--- src/hdl/nfl_pkg.sv ---
// Shared types, codes and constants of the NFC host frame link.
// No dependencies; every other file of the block imports this package.
package nfl_pkg;

  // Job queue between the front and back parts
  localparam int unsigned JOBQ_DEPTH = 4;

  // Input action codes
  localparam logic [1:0] ACT_START = 2'd0;
  localparam logic [1:0] ACT_CMD   = 2'd1;
  localparam logic [1:0] ACT_RX    = 2'd2;
  localparam logic [1:0] ACT_TICK  = 2'd3;

  // Result kind codes
  localparam logic [1:0] KIND_TX     = 2'd0;
  localparam logic [1:0] KIND_RESP   = 2'd1;
  localparam logic [1:0] KIND_STATUS = 2'd2;

  // Status codes
  localparam logic [1:0] ST_OK         = 2'd0;
  localparam logic [1:0] ST_TIMEOUT    = 2'd1;
  localparam logic [1:0] ST_BUF_EXCEED = 2'd2;
  localparam logic [1:0] ST_UNEXPECTED = 2'd3;

  // Phase codes
  localparam logic PH_ACK  = 1'b0;
  localparam logic PH_RESP = 1'b1;

  // Frame geometry
  localparam logic [8:0] ACK_BUFFER_BYTES = 9'd8;
  localparam logic [8:0] FRAME_EMPTY_LEN  = 9'd6;
  localparam logic [8:0] FRAME_OVERHEAD   = 9'd7;
  localparam logic [8:0] RESP_MIN_LEN     = 9'd9;
  localparam logic [8:0] RESP_BUF_MIN     = 9'd4;
  localparam logic [8:0] LEN_BYTE_IDX     = 9'd3;

  // Configuration reset values
  localparam logic [8:0]  RBUF_RESET = 9'd262;
  localparam logic [15:0] TMO_RESET  = 16'd1000;

  // Result sequence positions of one job
  localparam int unsigned SEQ_LEN = 16;
  localparam int unsigned POS_W   = $clog2(SEQ_LEN);
  localparam logic [POS_W-1:0] POS_PRE_FF  = POS_W'(2);
  localparam logic [POS_W-1:0] POS_PRE_LEN = POS_W'(3);
  localparam logic [POS_W-1:0] POS_PRE_LCS = POS_W'(4);
  localparam logic [POS_W-1:0] POS_LEAD    = POS_W'(5);
  localparam logic [POS_W-1:0] POS_DCS     = POS_W'(6);
  localparam logic [POS_W-1:0] POS_POST    = POS_W'(7);
  localparam logic [POS_W-1:0] POS_REP     = POS_W'(8);
  localparam logic [POS_W-1:0] POS_CAN     = POS_W'(9);
  localparam logic [POS_W-1:0] POS_CAN_REP = POS_W'(15);

  // One classified input item: which result segments to emit and their data
  typedef struct packed {
    logic       pre;         // preamble, LEN, LCS
    logic       lead;        // one transmit or response byte
    logic       dcs;         // DCS and postamble
    logic       rep;         // status report
    logic       can;         // cancel ACK and its status report
    logic [1:0] lead_kind;
    logic [7:0] byte_a;      // LEN for the preamble, else the lead byte
    logic [7:0] dcs_byte;
    logic [1:0] rep_status;
    logic       rep_phase;
    logic [1:0] can_status;
    logic       can_phase;
  } job_t;

  function automatic logic [SEQ_LEN-1:0] job_mask(job_t j);
    logic [SEQ_LEN-1:0] m;
    m = '0;
    m[4:0]   = {5{j.pre}};
    m[5]     = j.lead;
    m[7:6]   = {2{j.dcs}};
    m[8]     = j.rep;
    m[15:9]  = {7{j.can}};
    return m;
  endfunction

  function automatic logic [7:0] cancel_byte(logic [2:0] idx);
    logic [7:0] b;
    unique case (idx)
      3'd2, 3'd4: b = 8'hff;
      default:    b = 8'h00;
    endcase
    return b;
  endfunction

endpackage

--- src/hdl/nfl_front.sv ---
// Front part of the NFC host frame link: link state machine and item classifier.
// Depends on nfl_pkg; emits one job_t per accepted item that causes results.
module nfl_front
  import nfl_pkg::*;
(
  input  logic        clk_i,
  input  logic        rst_ni,
  input  logic        accept_i,
  input  logic [1:0]  action_i,
  input  logic [7:0]  data_byte_i,
  input  logic [7:0]  cmd_length_i,
  input  logic [8:0]  rbuf_i,
  input  logic [15:0] tmo_i,
  output logic        job_push_o,
  output job_t        job_o
);

  localparam logic [2:0] MODE_IDLE  = 3'd0;
  localparam logic [2:0] MODE_SEND  = 3'd1;
  localparam logic [2:0] MODE_ACK   = 3'd2;
  localparam logic [2:0] MODE_RESP  = 3'd3;
  localparam logic [2:0] MODE_FLUSH = 3'd4;

  logic [2:0]  mode_q, mode_d;
  logic [7:0]  sent_q, sent_d;
  logic [7:0]  cmdlen_q, cmdlen_d;
  logic [7:0]  sum_q, sum_d;
  logic [8:0]  rcnt_q, rcnt_d;
  logic [8:0]  ecnt_q, ecnt_d;
  logic [15:0] wt_q, wt_d;
  job_t        job;

  always_comb begin
    logic       ph;
    logic       reading;
    logic [8:0] sz;
    logic [8:0] limit;
    logic [8:0] ecnt_n;
    logic [8:0] rcnt_n;
    logic [7:0] sum_n;
    logic [7:0] sent_n;
    logic       overflow;

    mode_d   = mode_q;
    sent_d   = sent_q;
    cmdlen_d = cmdlen_q;
    sum_d    = sum_q;
    rcnt_d   = rcnt_q;
    ecnt_d   = ecnt_q;
    wt_d     = wt_q;
    job      = '0;
    job.lead_kind = KIND_TX;

    ph       = (mode_q == MODE_RESP);
    reading  = (mode_q == MODE_ACK) || (mode_q == MODE_RESP);
    sz       = (data_byte_i == 8'd0) ? FRAME_EMPTY_LEN : ({1'b0, data_byte_i} + FRAME_OVERHEAD);
    limit    = ph ? rbuf_i : ACK_BUFFER_BYTES;
    rcnt_n   = rcnt_q + 9'd1;
    sum_n    = sum_q - data_byte_i;
    sent_n   = sent_q + 8'd1;
    overflow = (rcnt_q == LEN_BYTE_IDX) && (sz > limit);
    ecnt_n   = (rcnt_q == LEN_BYTE_IDX) ? sz : ecnt_q;

    unique case (action_i)
      ACT_START: begin
        if (cmd_length_i != 8'd0) begin
          job.pre    = 1'b1;
          job.byte_a = cmd_length_i;
          mode_d     = MODE_SEND;
          cmdlen_d   = cmd_length_i;
          sent_d     = '0;
          sum_d      = '0;
        end
      end
      ACT_CMD: begin
        if (mode_q == MODE_SEND) begin
          job.lead   = 1'b1;
          job.byte_a = data_byte_i;
          sum_d      = sum_n;
          sent_d     = sent_n;
          if (sent_n == cmdlen_q) begin
            job.dcs      = 1'b1;
            job.dcs_byte = sum_n;
            mode_d       = MODE_ACK;
            rcnt_d       = '0;
            ecnt_d       = ACK_BUFFER_BYTES;
            wt_d         = '0;
          end
        end
      end
      ACT_RX: begin
        if (reading) begin
          job.lead      = ph;
          job.lead_kind = KIND_RESP;
          job.byte_a    = data_byte_i;
          rcnt_d        = rcnt_n;
          if (overflow) begin
            job.can        = 1'b1;
            job.can_status = ST_BUF_EXCEED;
            job.can_phase  = ph;
            mode_d         = MODE_FLUSH;
          end else begin
            ecnt_d = ecnt_n;
            if (rcnt_n >= ecnt_n) begin
              job.rep = 1'b1;
              if (!ph) begin
                job.rep_phase = PH_ACK;
                if (ecnt_n != FRAME_EMPTY_LEN) begin
                  job.rep_status = ST_UNEXPECTED;
                  mode_d         = MODE_IDLE;
                end else begin
                  // ACK done: open the response read at once
                  job.rep_status = ST_OK;
                  mode_d         = MODE_RESP;
                  rcnt_d         = '0;
                  ecnt_d         = rbuf_i;
                  wt_d           = '0;
                  if (rbuf_i < RESP_BUF_MIN) begin
                    job.can        = 1'b1;
                    job.can_status = ST_BUF_EXCEED;
                    job.can_phase  = PH_RESP;
                    mode_d         = MODE_FLUSH;
                  end
                end
              end else begin
                job.rep_phase  = PH_RESP;
                job.rep_status = (ecnt_n < RESP_MIN_LEN) ? ST_UNEXPECTED : ST_OK;
                mode_d         = MODE_IDLE;
              end
            end
          end
        end
      end
      ACT_TICK: begin
        if (reading) begin
          if (wt_q >= tmo_i) begin
            job.can        = 1'b1;
            job.can_status = ST_TIMEOUT;
            job.can_phase  = ph;
            mode_d         = MODE_FLUSH;
          end else begin
            wt_d = wt_q + 16'd1;
          end
        end
      end
      default: ;
    endcase
  end

  always_ff @(posedge clk_i or negedge rst_ni) begin
    if (!rst_ni) begin
      mode_q   <= MODE_IDLE;
      sent_q   <= '0;
      cmdlen_q <= '0;
      sum_q    <= '0;
      rcnt_q   <= '0;
      ecnt_q   <= '0;
      wt_q     <= '0;
    end else if (accept_i) begin
      mode_q   <= mode_d;
      sent_q   <= sent_d;
      cmdlen_q <= cmdlen_d;
      sum_q    <= sum_d;
      rcnt_q   <= rcnt_d;
      ecnt_q   <= ecnt_d;
      wt_q     <= wt_d;
    end
  end

  assign job_o      = job;
  assign job_push_o = accept_i && (job.pre || job.lead || job.dcs || job.rep || job.can);

endmodule

--- src/hdl/nfl_jobq.sv ---
// Short job queue between the front and back parts of the NFC host frame link.
// Depends on nfl_pkg for job_t.
module nfl_jobq
  import nfl_pkg::*;
#(
  parameter int unsigned Depth = JOBQ_DEPTH
) (
  input  logic clk_i,
  input  logic rst_ni,
  input  logic push_i,
  input  job_t job_i,
  output logic full_o,
  input  logic pop_i,
  output logic valid_o,
  output job_t job_o
);

  localparam int unsigned AW = (Depth > 1) ? $clog2(Depth) : 1;
  localparam int unsigned CW = $clog2(Depth + 1);

  job_t          mem_q [Depth];
  logic [AW-1:0] wptr_q, rptr_q;
  logic [CW-1:0] cnt_q;
  logic          do_push, do_pop;

  assign full_o  = (cnt_q == CW'(Depth));
  assign valid_o = (cnt_q != '0);
  assign job_o   = mem_q[rptr_q];
  assign do_push = push_i && !full_o;
  assign do_pop  = pop_i && valid_o;

  always_ff @(posedge clk_i) begin
    if (do_push) begin
      mem_q[wptr_q] <= job_i;
    end
  end

  always_ff @(posedge clk_i or negedge rst_ni) begin
    if (!rst_ni) begin
      wptr_q <= '0;
      rptr_q <= '0;
      cnt_q  <= '0;
    end else begin
      if (do_push) begin
        wptr_q <= (wptr_q == AW'(Depth - 1)) ? '0 : wptr_q + AW'(1);
      end
      if (do_pop) begin
        rptr_q <= (rptr_q == AW'(Depth - 1)) ? '0 : rptr_q + AW'(1);
      end
      unique case ({do_push, do_pop})
        2'b10:   cnt_q <= cnt_q + CW'(1);
        2'b01:   cnt_q <= cnt_q - CW'(1);
        default: cnt_q <= cnt_q;
      endcase
    end
  end

`ifndef NO_ASSERTIONS
  a_no_push_when_full: assert property (@(posedge clk_i) disable iff (!rst_ni)
    !(push_i && full_o))
    else $error("job pushed into a full queue");
`endif

endmodule

--- src/hdl/nfl_back.sv ---
// Back part of the NFC host frame link: expands jobs into result beats.
// Depends on nfl_pkg; one result beat per cycle through an output register unless the result side stalls the pop.
module nfl_back
  import nfl_pkg::*;
(
  input  logic       clk_i,
  input  logic       rst_ni,
  input  logic       job_valid_i,
  input  job_t       job_i,
  output logic       job_pop_o,
  input  logic       pop_i,
  output logic       empty_o,
  output logic [1:0] kind_o,
  output logic [7:0] byte_value_o,
  output logic [1:0] status_o,
  output logic       phase_o,
  output logic       last_o
);

  job_t               job_q;
  logic [SEQ_LEN-1:0] rem_q, rem_d;
  logic [POS_W-1:0]   pick_pos;
  logic [SEQ_LEN-1:0] pick_oh;
  logic [SEQ_LEN-1:0] rem_after;
  logic               out_free, emit, load;

  logic       out_valid_q, out_valid_d;
  logic [1:0] kind_q, kind_d;
  logic [7:0] byte_q, byte_d;
  logic [1:0] status_q, status_d;
  logic       phase_q, phase_d;
  logic       last_q;

  // Lowest pending position goes next
  always_comb begin
    pick_pos = '0;
    for (int i = SEQ_LEN - 1; i >= 0; i--) begin
      if (rem_q[i]) begin
        pick_pos = POS_W'(i);
      end
    end
  end

  assign pick_oh   = SEQ_LEN'(1) << pick_pos;
  assign rem_after = rem_q & ~pick_oh;
  assign out_free  = !out_valid_q || pop_i;
  assign emit      = out_free && (rem_q != '0);
  assign load      = job_valid_i && ((rem_q == '0) || (emit && (rem_after == '0)));
  assign job_pop_o = load;

  always_comb begin
    logic [2:0] can_idx;
    can_idx  = 3'(pick_pos - POS_CAN);
    kind_d   = KIND_TX;
    byte_d   = 8'h00;
    status_d = ST_OK;
    phase_d  = PH_ACK;
    priority if (pick_pos == POS_PRE_FF) begin
      byte_d = 8'hff;
    end else if (pick_pos == POS_PRE_LEN) begin
      byte_d = job_q.byte_a;
    end else if (pick_pos == POS_PRE_LCS) begin
      byte_d = ~job_q.byte_a + 8'd1;
    end else if (pick_pos == POS_LEAD) begin
      kind_d = job_q.lead_kind;
      byte_d = job_q.byte_a;
    end else if (pick_pos == POS_DCS) begin
      byte_d = job_q.dcs_byte;
    end else if (pick_pos == POS_REP) begin
      kind_d   = KIND_STATUS;
      status_d = job_q.rep_status;
      phase_d  = job_q.rep_phase;
    end else if (pick_pos == POS_CAN_REP) begin
      kind_d   = KIND_STATUS;
      status_d = job_q.can_status;
      phase_d  = job_q.can_phase;
    end else if (pick_pos >= POS_CAN) begin
      byte_d = cancel_byte(can_idx);
    end else begin
      // leading preamble zeros and the postamble
      byte_d = 8'h00;
    end
  end

  always_comb begin
    rem_d = rem_q;
    if (load) begin
      rem_d = job_mask(job_i);
    end else if (emit) begin
      rem_d = rem_after;
    end
    out_valid_d = out_free ? emit : out_valid_q;
  end

  always_ff @(posedge clk_i or negedge rst_ni) begin
    if (!rst_ni) begin
      rem_q       <= '0;
      out_valid_q <= 1'b0;
    end else begin
      rem_q       <= rem_d;
      out_valid_q <= out_valid_d;
    end
  end

  always_ff @(posedge clk_i) begin
    if (load) begin
      job_q <= job_i;
    end
    if (emit) begin
      kind_q   <= kind_d;
      byte_q   <= byte_d;
      status_q <= status_d;
      phase_q  <= phase_d;
      last_q   <= (rem_after == '0);
    end
  end

  assign empty_o      = !out_valid_q;
  assign kind_o       = kind_q;
  assign byte_value_o = byte_q;
  assign status_o     = status_q;
  assign phase_o      = phase_q;
  assign last_o       = last_q;

`ifndef NO_ASSERTIONS
  a_emit_shows: assert property (@(posedge clk_i) disable iff (!rst_ni)
    emit |=> out_valid_q)
    else $error("emitted beat not shown on the result ports");
  a_load_nonempty: assert property (@(posedge clk_i) disable iff (!rst_ni)
    load |=> (rem_q != '0))
    else $error("job loaded without any result beat");
  a_pop_has_job: assert property (@(posedge clk_i) disable iff (!rst_ni)
    job_pop_o |-> job_valid_i)
    else $error("job taken from an empty queue");
`endif

endmodule

--- src/hdl/nfc_host_frame_link_top.sv ---
// Top level of the NFC host frame link: configuration registers and wiring.
// Depends on nfl_pkg, nfl_front, nfl_jobq and nfl_back.
//
//   channel   direction  handshake             payload
//   input     in         push / full           action_i, data_byte_i, cmd_length_i
//   result    out        empty / pop           kind_o, byte_value_o, status_o,
//                                              phase_o, last_o
//   config    in/out     psel/penable/pready   paddr, pwdata, prdata
//
// An input beat is classified in the cycle it is accepted, so one item can be
// accepted every cycle while the job queue has room. The back part sends one
// result beat per cycle while the result side pops, and an item causes up to
// 8 result beats; that output sequencer sets the sustained rate. Items that
// cause no result push no job. Reset is asynchronous and active low and needs
// no clearing pass. A stalled pop holds the output register; full rises once
// the job queue holds JobqDepth jobs.
module nfc_host_frame_link_top
  import nfl_pkg::*;
#(
  parameter int unsigned JobqDepth = JOBQ_DEPTH
) (
  input  logic        clk_i,
  input  logic        rst_ni,
  // input queue side
  input  logic        push,
  output logic        full,
  input  logic [1:0]  action_i,
  input  logic [7:0]  data_byte_i,
  input  logic [7:0]  cmd_length_i,
  // result queue side
  output logic        empty,
  input  logic        pop,
  output logic [1:0]  kind_o,
  output logic [7:0]  byte_value_o,
  output logic [1:0]  status_o,
  output logic        phase_o,
  output logic        last_o,
  // configuration port
  input  logic        psel,
  input  logic        penable,
  input  logic        pwrite,
  input  logic [2:0]  paddr,
  input  logic [31:0] pwdata,
  output logic [31:0] prdata,
  output logic        pready
);

  // Register select bit of the byte address (registers sit at 0 and 4)
  localparam logic REG_RBUF = 1'b0;
  localparam logic REG_TMO  = 1'b1;

  logic [8:0]  rbuf_q;
  logic [15:0] tmo_q;
  logic        cfg_we;
  logic        accept;
  logic        job_push, job_full, job_valid, job_pop;
  job_t        push_job, head_job;

  // Configuration: write in the access phase, zero wait states
  assign pready = 1'b1;
  assign cfg_we = psel && penable && pwrite && pready;

  always_ff @(posedge clk_i or negedge rst_ni) begin
    if (!rst_ni) begin
      rbuf_q <= RBUF_RESET;
      tmo_q  <= TMO_RESET;
    end else if (cfg_we) begin
      unique case (paddr[2])
        REG_RBUF: rbuf_q <= pwdata[8:0];
        REG_TMO:  tmo_q  <= pwdata[15:0];
        default:  ;
      endcase
    end
  end

  always_comb begin
    unique case (paddr[2])
      REG_RBUF: prdata = {23'd0, rbuf_q};
      REG_TMO:  prdata = {16'd0, tmo_q};
      default:  prdata = '0;
    endcase
  end

  // Accept an input beat whenever the job queue has room
  assign full   = job_full;
  assign accept = push && !job_full;

  nfl_front u_front (
    .clk_i        (clk_i),
    .rst_ni       (rst_ni),
    .accept_i     (accept),
    .action_i     (action_i),
    .data_byte_i  (data_byte_i),
    .cmd_length_i (cmd_length_i),
    .rbuf_i       (rbuf_q),
    .tmo_i        (tmo_q),
    .job_push_o   (job_push),
    .job_o        (push_job)
  );

  // Decouple classification from result sequencing
  nfl_jobq #(
    .Depth (JobqDepth)
  ) u_jobq (
    .clk_i   (clk_i),
    .rst_ni  (rst_ni),
    .push_i  (job_push),
    .job_i   (push_job),
    .full_o  (job_full),
    .pop_i   (job_pop),
    .valid_o (job_valid),
    .job_o   (head_job)
  );

  nfl_back u_back (
    .clk_i        (clk_i),
    .rst_ni       (rst_ni),
    .job_valid_i  (job_valid),
    .job_i        (head_job),
    .job_pop_o    (job_pop),
    .pop_i        (pop),
    .empty_o      (empty),
    .kind_o       (kind_o),
    .byte_value_o (byte_value_o),
    .status_o     (status_o),
    .phase_o      (phase_o),
    .last_o       (last_o)
  );

endmodule

--- config.mk ---
export PLATFORM = sky130hd
export DESIGN_NAME = nfc_host_frame_link_top
export DESIGN_NICKNAME = d
export VERILOG_FILES = /design/src/hdl/nfl_pkg.sv /design/src/hdl/nfl_front.sv /design/src/hdl/nfl_jobq.sv /design/src/hdl/nfl_back.sv /design/src/hdl/nfc_host_frame_link_top.sv
export SDC_FILE = /design/constraint.sdc
export NUM_CORES = 1
export LEC_CHECK = 0
export ABC_AREA = 1
export BUFFER_PORTS_ARGS = -buffer_cell sky130_fd_sc_hd__buf_2
export CAP_MARGIN = 25
export CORE_MARGIN = 2
export CORE_UTILIZATION = 34
export CTS_CLUSTER_DIAMETER = 80
export DETAILED_ROUTE_END_ITERATION = 7
export PLACE_DENSITY = 0.57
export SYNTH_ARGS = -nofsm -noshare
export SYNTH_HDL_FRONTEND = slang
export SYNTH_SLANG_ARGS = --single-unit
--- constraint.sdc ---
create_clock -name clk_i -period 8.7 [get_ports clk_i]
set_input_delay 1.74 -clock clk_i [delete_from_list [all_inputs] [get_ports clk_i]]
set_output_delay 1.74 -clock clk_i [all_outputs]
set_load 0.02 [all_outputs]
# Yosys cells after proc, flatten, opt, wreduce, memory -nomap -nowiden
# Memories as Yosys holds them, arrays and structs flattened.
# Cells that the tools add are included.
# word_totals
regBits	148
ram_bits	116
out_inout_bits	49
wordCells	250
n_memories	1
# op_classes
n_addsub	11
order_cmp	6
n_eq_ne	35
shift	1
n_mux	124
bitwise	4
reduce_logical	42
# mem_list
memory	depth	width	read_ports	rd_ports_with_merged_regs	wr	line	rtl
u_jobq.mem_q	4	29	1	0	1	nfl_jobq.sv:21	job_t mem_q [Depth];
# op_table
cell	count
two-way mux 16 bit	12
two-way mux 9 bit	17
two-way mux 8 bit	14
two-way mux 4 bit	16
one-hot mux 32 bit (2 select lines)	1
two-way mux 3 bit	19
one-hot mux 16 bit (3 select lines)	1
one-hot mux 9 bit (2 select lines)	2
logical NOT 16 bit	2
one-hot mux 8 bit (2 select lines)	2
two-way mux 2 bit	14
one-hot mux 8 bit (3 select lines)	1
two-way mux 1 bit	17
adder 16 x 1 -> 16 bit, second input constant	1
adder 8 x 1 -> 8 bit, second input constant	2
AND 16 bit	1
greater-or-equal comparator 16 bit	1
NOT 16 bit	1
nonzero test 16 bit	1
left shift 1 x 4 -> 16 bit, first input constant	1
!= test 2 x 1 -> 1 bit, second input constant	7
== test 4 x 3 -> 1 bit, second input constant	3
two-way mux 12 bit	1
two-way mux 6 bit	2
46 further kinds	84

# Longest topological paths before layout
# logic_depth
depth_word	27
mapped_depth	27
mapped_depth_nobuf	27

# Modules after synthesis
# A second synthesis with hierarchy kept.
# hier_totals
hier_cells	1792
area_unflattened_um2	15123.3
# modules_own_cells
mod	n_inst	cells_per_inst	area_per_inst_um2	seq_area_each_um2
nfl_front	1	887	5729.2	1526.5
nfl_jobq	1	398	5141.2	3658.5
nfl_back	1	331	2909.0	1566.5
nfc_host_frame_link_top	1	176	1343.8	636.9

# Worst setup path before layout
# No wires, ideal clock.
# synth_timing
path_kind	in2reg
from	input data_byte_i[1]
to	memory u_jobq.mem_q[0][0] (netlist name) (enable)
arrival_time_ns	5.255
required_time_ns	8.289
path_slack_ns	3.034
cell_stages	20
path_buffers	0
path_cell_list	inv_1 > nand3_1 > nand2_1 > nor3_1 > or2_2 > o21bai_1 > inv_1 > ha_1 > nand2_1 > nor2_1 > nand3b_1 > o2111ai_1 > a31oi_1 > inv_1 > nand2_1 > nor2_1 > nor4_1 > nand3_2 > nand2_4 > nor2_1
# synth_lines
item	line	rtl
start, declared	nfc_host_frame_link_top.sv:28	input logic [7:0] data_byte_i,
end, declared	nfl_jobq.sv:21	

==> flow_summary.yaml <==
status:
  status: "finished clean"
power:
  p_leak_uw: 0.00713
  powerDensity_mw_per_mm2: 296
  peakVddDrop_mv: 0.146
worst_setup_path:
  r2r_cells: 20
  max_stage_delay_ns: 0.43
  startpoint_type: "input pin"
  worstPathMaxFanout: 8
  critPathKind: "in2reg"
  end_kind: "flop"
  arrival_ns: 5.98
  required_ns: 9.16
  path_common_cell: "nand2_1"
  crit_slowest_cell: "fa_1"
synthesis:
  synth_top_area_share_pct: 31.4
  synth_cells: 1509
  synth.avg_cell_area_sq_um: 9.12
  yosys-top-cells-count: "nand2_1 (298), inv_1 (199), o21ai_0 (150)"
  synth_area_leaders: "edfxtp_1 (31%), dfrtp_1 (18%), nand2_1 (8.1%)"
  synth_edf_count: 144
  syn_area_sq_mm: 0.0138
  synth_cell_types: 59
  synth_top_cell_by_area: "edfxtp_1"
  async_flop_share_pct: 43.3
  ys.flop_type: "edfxtp_1"
  yosysWarningCount: 0
  synth-seq-area-share_pct: 51.5
  synth.most_common_cell: "nand2_1"
  yosys_register_bits: 254
layout:
  drive_above_1_share_pct: 13.4
  diodes: 0
  final_area_sq_mm: 0.0157
  post_layout_nonfiller_instances: 2131
  finalNetCount: 1703
  areaGrowthSynthToFinish_pct: 13.7
  fillers: 4065
route:
  routed_wl_um: 32100
  antenna_left: 0
  first_pass_iters: 5
  drt-initial-drc-count: 702
  vias_per_cell: 4.82
  wl_per_cell_um: 15.0
  drc: 0
  via_count: 10300
cts:
  clockRootBuffer: "clkbuf_16"
  clk_pin_slew_ns: 0.06
  clock-sinks: 254
  cts_tree: "done"
  htree_levels: 1
  postCtsHoldBufs: 0
  cts_buffers: 29
  clk_path_buf_depth: 3
  clk_latency_ns: 0.58
  cts.repair.resized: 0
  cts_setup_buffers: 0
global_routing:
  grt_first_pass_wirelength_um: 52600
  grt_use_total_pct: 15.6
  grt_overflow: 0
  grt_max_degree: 67
  grt_pass1_vias: 9984
  grt_antenna_before_repair: 0
floorplanning:
  core_area_sq_mm: 0.0398
  num_rows: 73
  ios: 109
  die_area_sq_mm: 0.0421
  die_w_um: 205
  die_h_um: 205
  start_util_pct: 34.6
worst_hold_path:
  worstHoldPathType: "reg2reg"
  worstHoldPathCells: 2
timing:
  slew_headroom_pct: 36.2
  rsz0062_at_grt: "false"
  fin_crit_sh_pct: 63.4
  worst_pin_slew_ns: 0.957
  fin_crit_ns: 5.52
  slew_violations: 0
  max_freq_mhz: 181
  fin_skew_ns: 0.0151
  setup_tns_ns: 0
  finalWorstSetupSlack_ns: 3.18
  setup_viol: 0
  final_hold_viol_count: 0
placement:
  dp_cells: 2075
  post-place-ws_ns: 2.64
  io_buffers: 73
  dpl.hpwl_um: 22600
  place_area_sq_mm: 0.0146
  gp_congestion: 0.883
job:
  maxCapViolations: 0
## worst paths after layout
path | startpoint | to | slack, ns
min reg2reg | tmo_q[4]$_DFFE_PN0P_ | tmo_q[4]$_DFFE_PN0P_ | 0.49
max reg2reg | u_front.mode_q[2]$_DFFE_PN0P_ | u_jobq.cnt_q[2]$_DFFE_PN0P_ | 4.21
min | tmo_q[4]$_DFFE_PN0P_ | tmo_q[4]$_DFFE_PN0P_ | 0.49
max | data_byte_i[1] | u_jobq.cnt_q[1]$_DFFE_PN0P_ | 3.18
min in group asynchronous | rst_ni | u_back.rem_q[1]$_DFFE_PN0P_ | 1.01
max in group asynchronous | rst_ni | u_front.wt_q[4]$_DFFE_PN0P_ | 6.49
## sequential cells by signal, indices dropped and copies added, names as in the netlist, 3 cells and up
signal	cells
rbuf_q	9
tmo_q	16
u_back.byte_value_o	8
u_back.job_q	22
u_back.rem_q	16
u_front.cmdlen_q	8
u_front.ecnt_q	9
u_front.mode_q	3
u_front.rcnt_q	9
u_front.sent_q	8
u_front.sum_q	8
u_front.wt_q	16
u_jobq.cnt_q	3
u_jobq.mem_q	108
## metrics by stage
stage / hold slack (ns) / util [%] / power (uW)
CTS: 0.490 / 39.2 / 4670
detailed placement: 0.475 / 36.7 / 3390
global placement: 0.471 / 36.7 / 3360
finish: 0.486 / 39.3 / 4630
global route: 0.504 / 39.3 / 4970
floorplan: 0.453 / - / 2970
## worst max-delay path: cells and delay by family
family / cells / cell delay [ns]
fa+ha+maj: 4 / 1.25
compound gates: 4 / 0.75
buf+inv: 4 / 0.60
simple gates: 14 / 1.60
## routing by layer
layer | share of wire [%] | vias up | global-route usage (%)
met1 | 48 | 4859 | 21.4
met5 | 0 | - | 0
li1 | - | 5183 | -
met3 | 3.9 | 40 | 2.15
met4 | 1.7 | 0 | 3.55
met2 | 47 | 194 | 26.1
## final cells by class
class | instances | area [sq um] | share of cell area, %
multi-input combinational | 1000 | 5640 | 36.1
clock inverter | 15 | 181 | 1.16
tap | 525 | 657 | 4.20
timing repair buffer | 79 | 453 | 2.89
inverter | 219 | 826 | 5.28
sequential | 254 | 7090 | 45.3
clock buffer | 39 | 803 | 5.13
## cells in the final DEF, fill, tap and decap left out, types with 7 or more instances in the layout
cell type and instances:
nand3_1 48, nand2_4 11, buf_2 72, o21ai_0 150, dfrtp_1 101, nand4_1 32
nor3_1 19, clkbuf_16 29, xor2_1 28, nor2_1 138, dfstp_2 9, inv_2 16
o22ai_1 47, nor2_4 14, a21oi_1 36, inv_1 199, o21ai_1 8, o211ai_1 7
ha_1 58, nor4_1 7, conb_1 17, xnor2_1 11, edfxtp_1 144, nand2_1 298
## logic make-up (layout without fill, tap and decap cells)
logic type,after synthesis,after routing,share of synthesized area (%)
other,2,17,0.0546
AND/OR/NAND/NOR,602,602,20.6
XOR/XNOR,40,40,2.60
buffers and inverters,270,352,8.05
flip-flops,254,254,51.5
adder cells (fa/ha/maj),60,60,5.56
AO/OA/AOI/OAI,281,281,11.6
## power breakdown
group	total, uW	switching (uW)	internal, uW
Sequential	1720	158	1570
Clock	1260	515	742
Combinational	1650	1110	540
(Power assumes the default switching activity.)
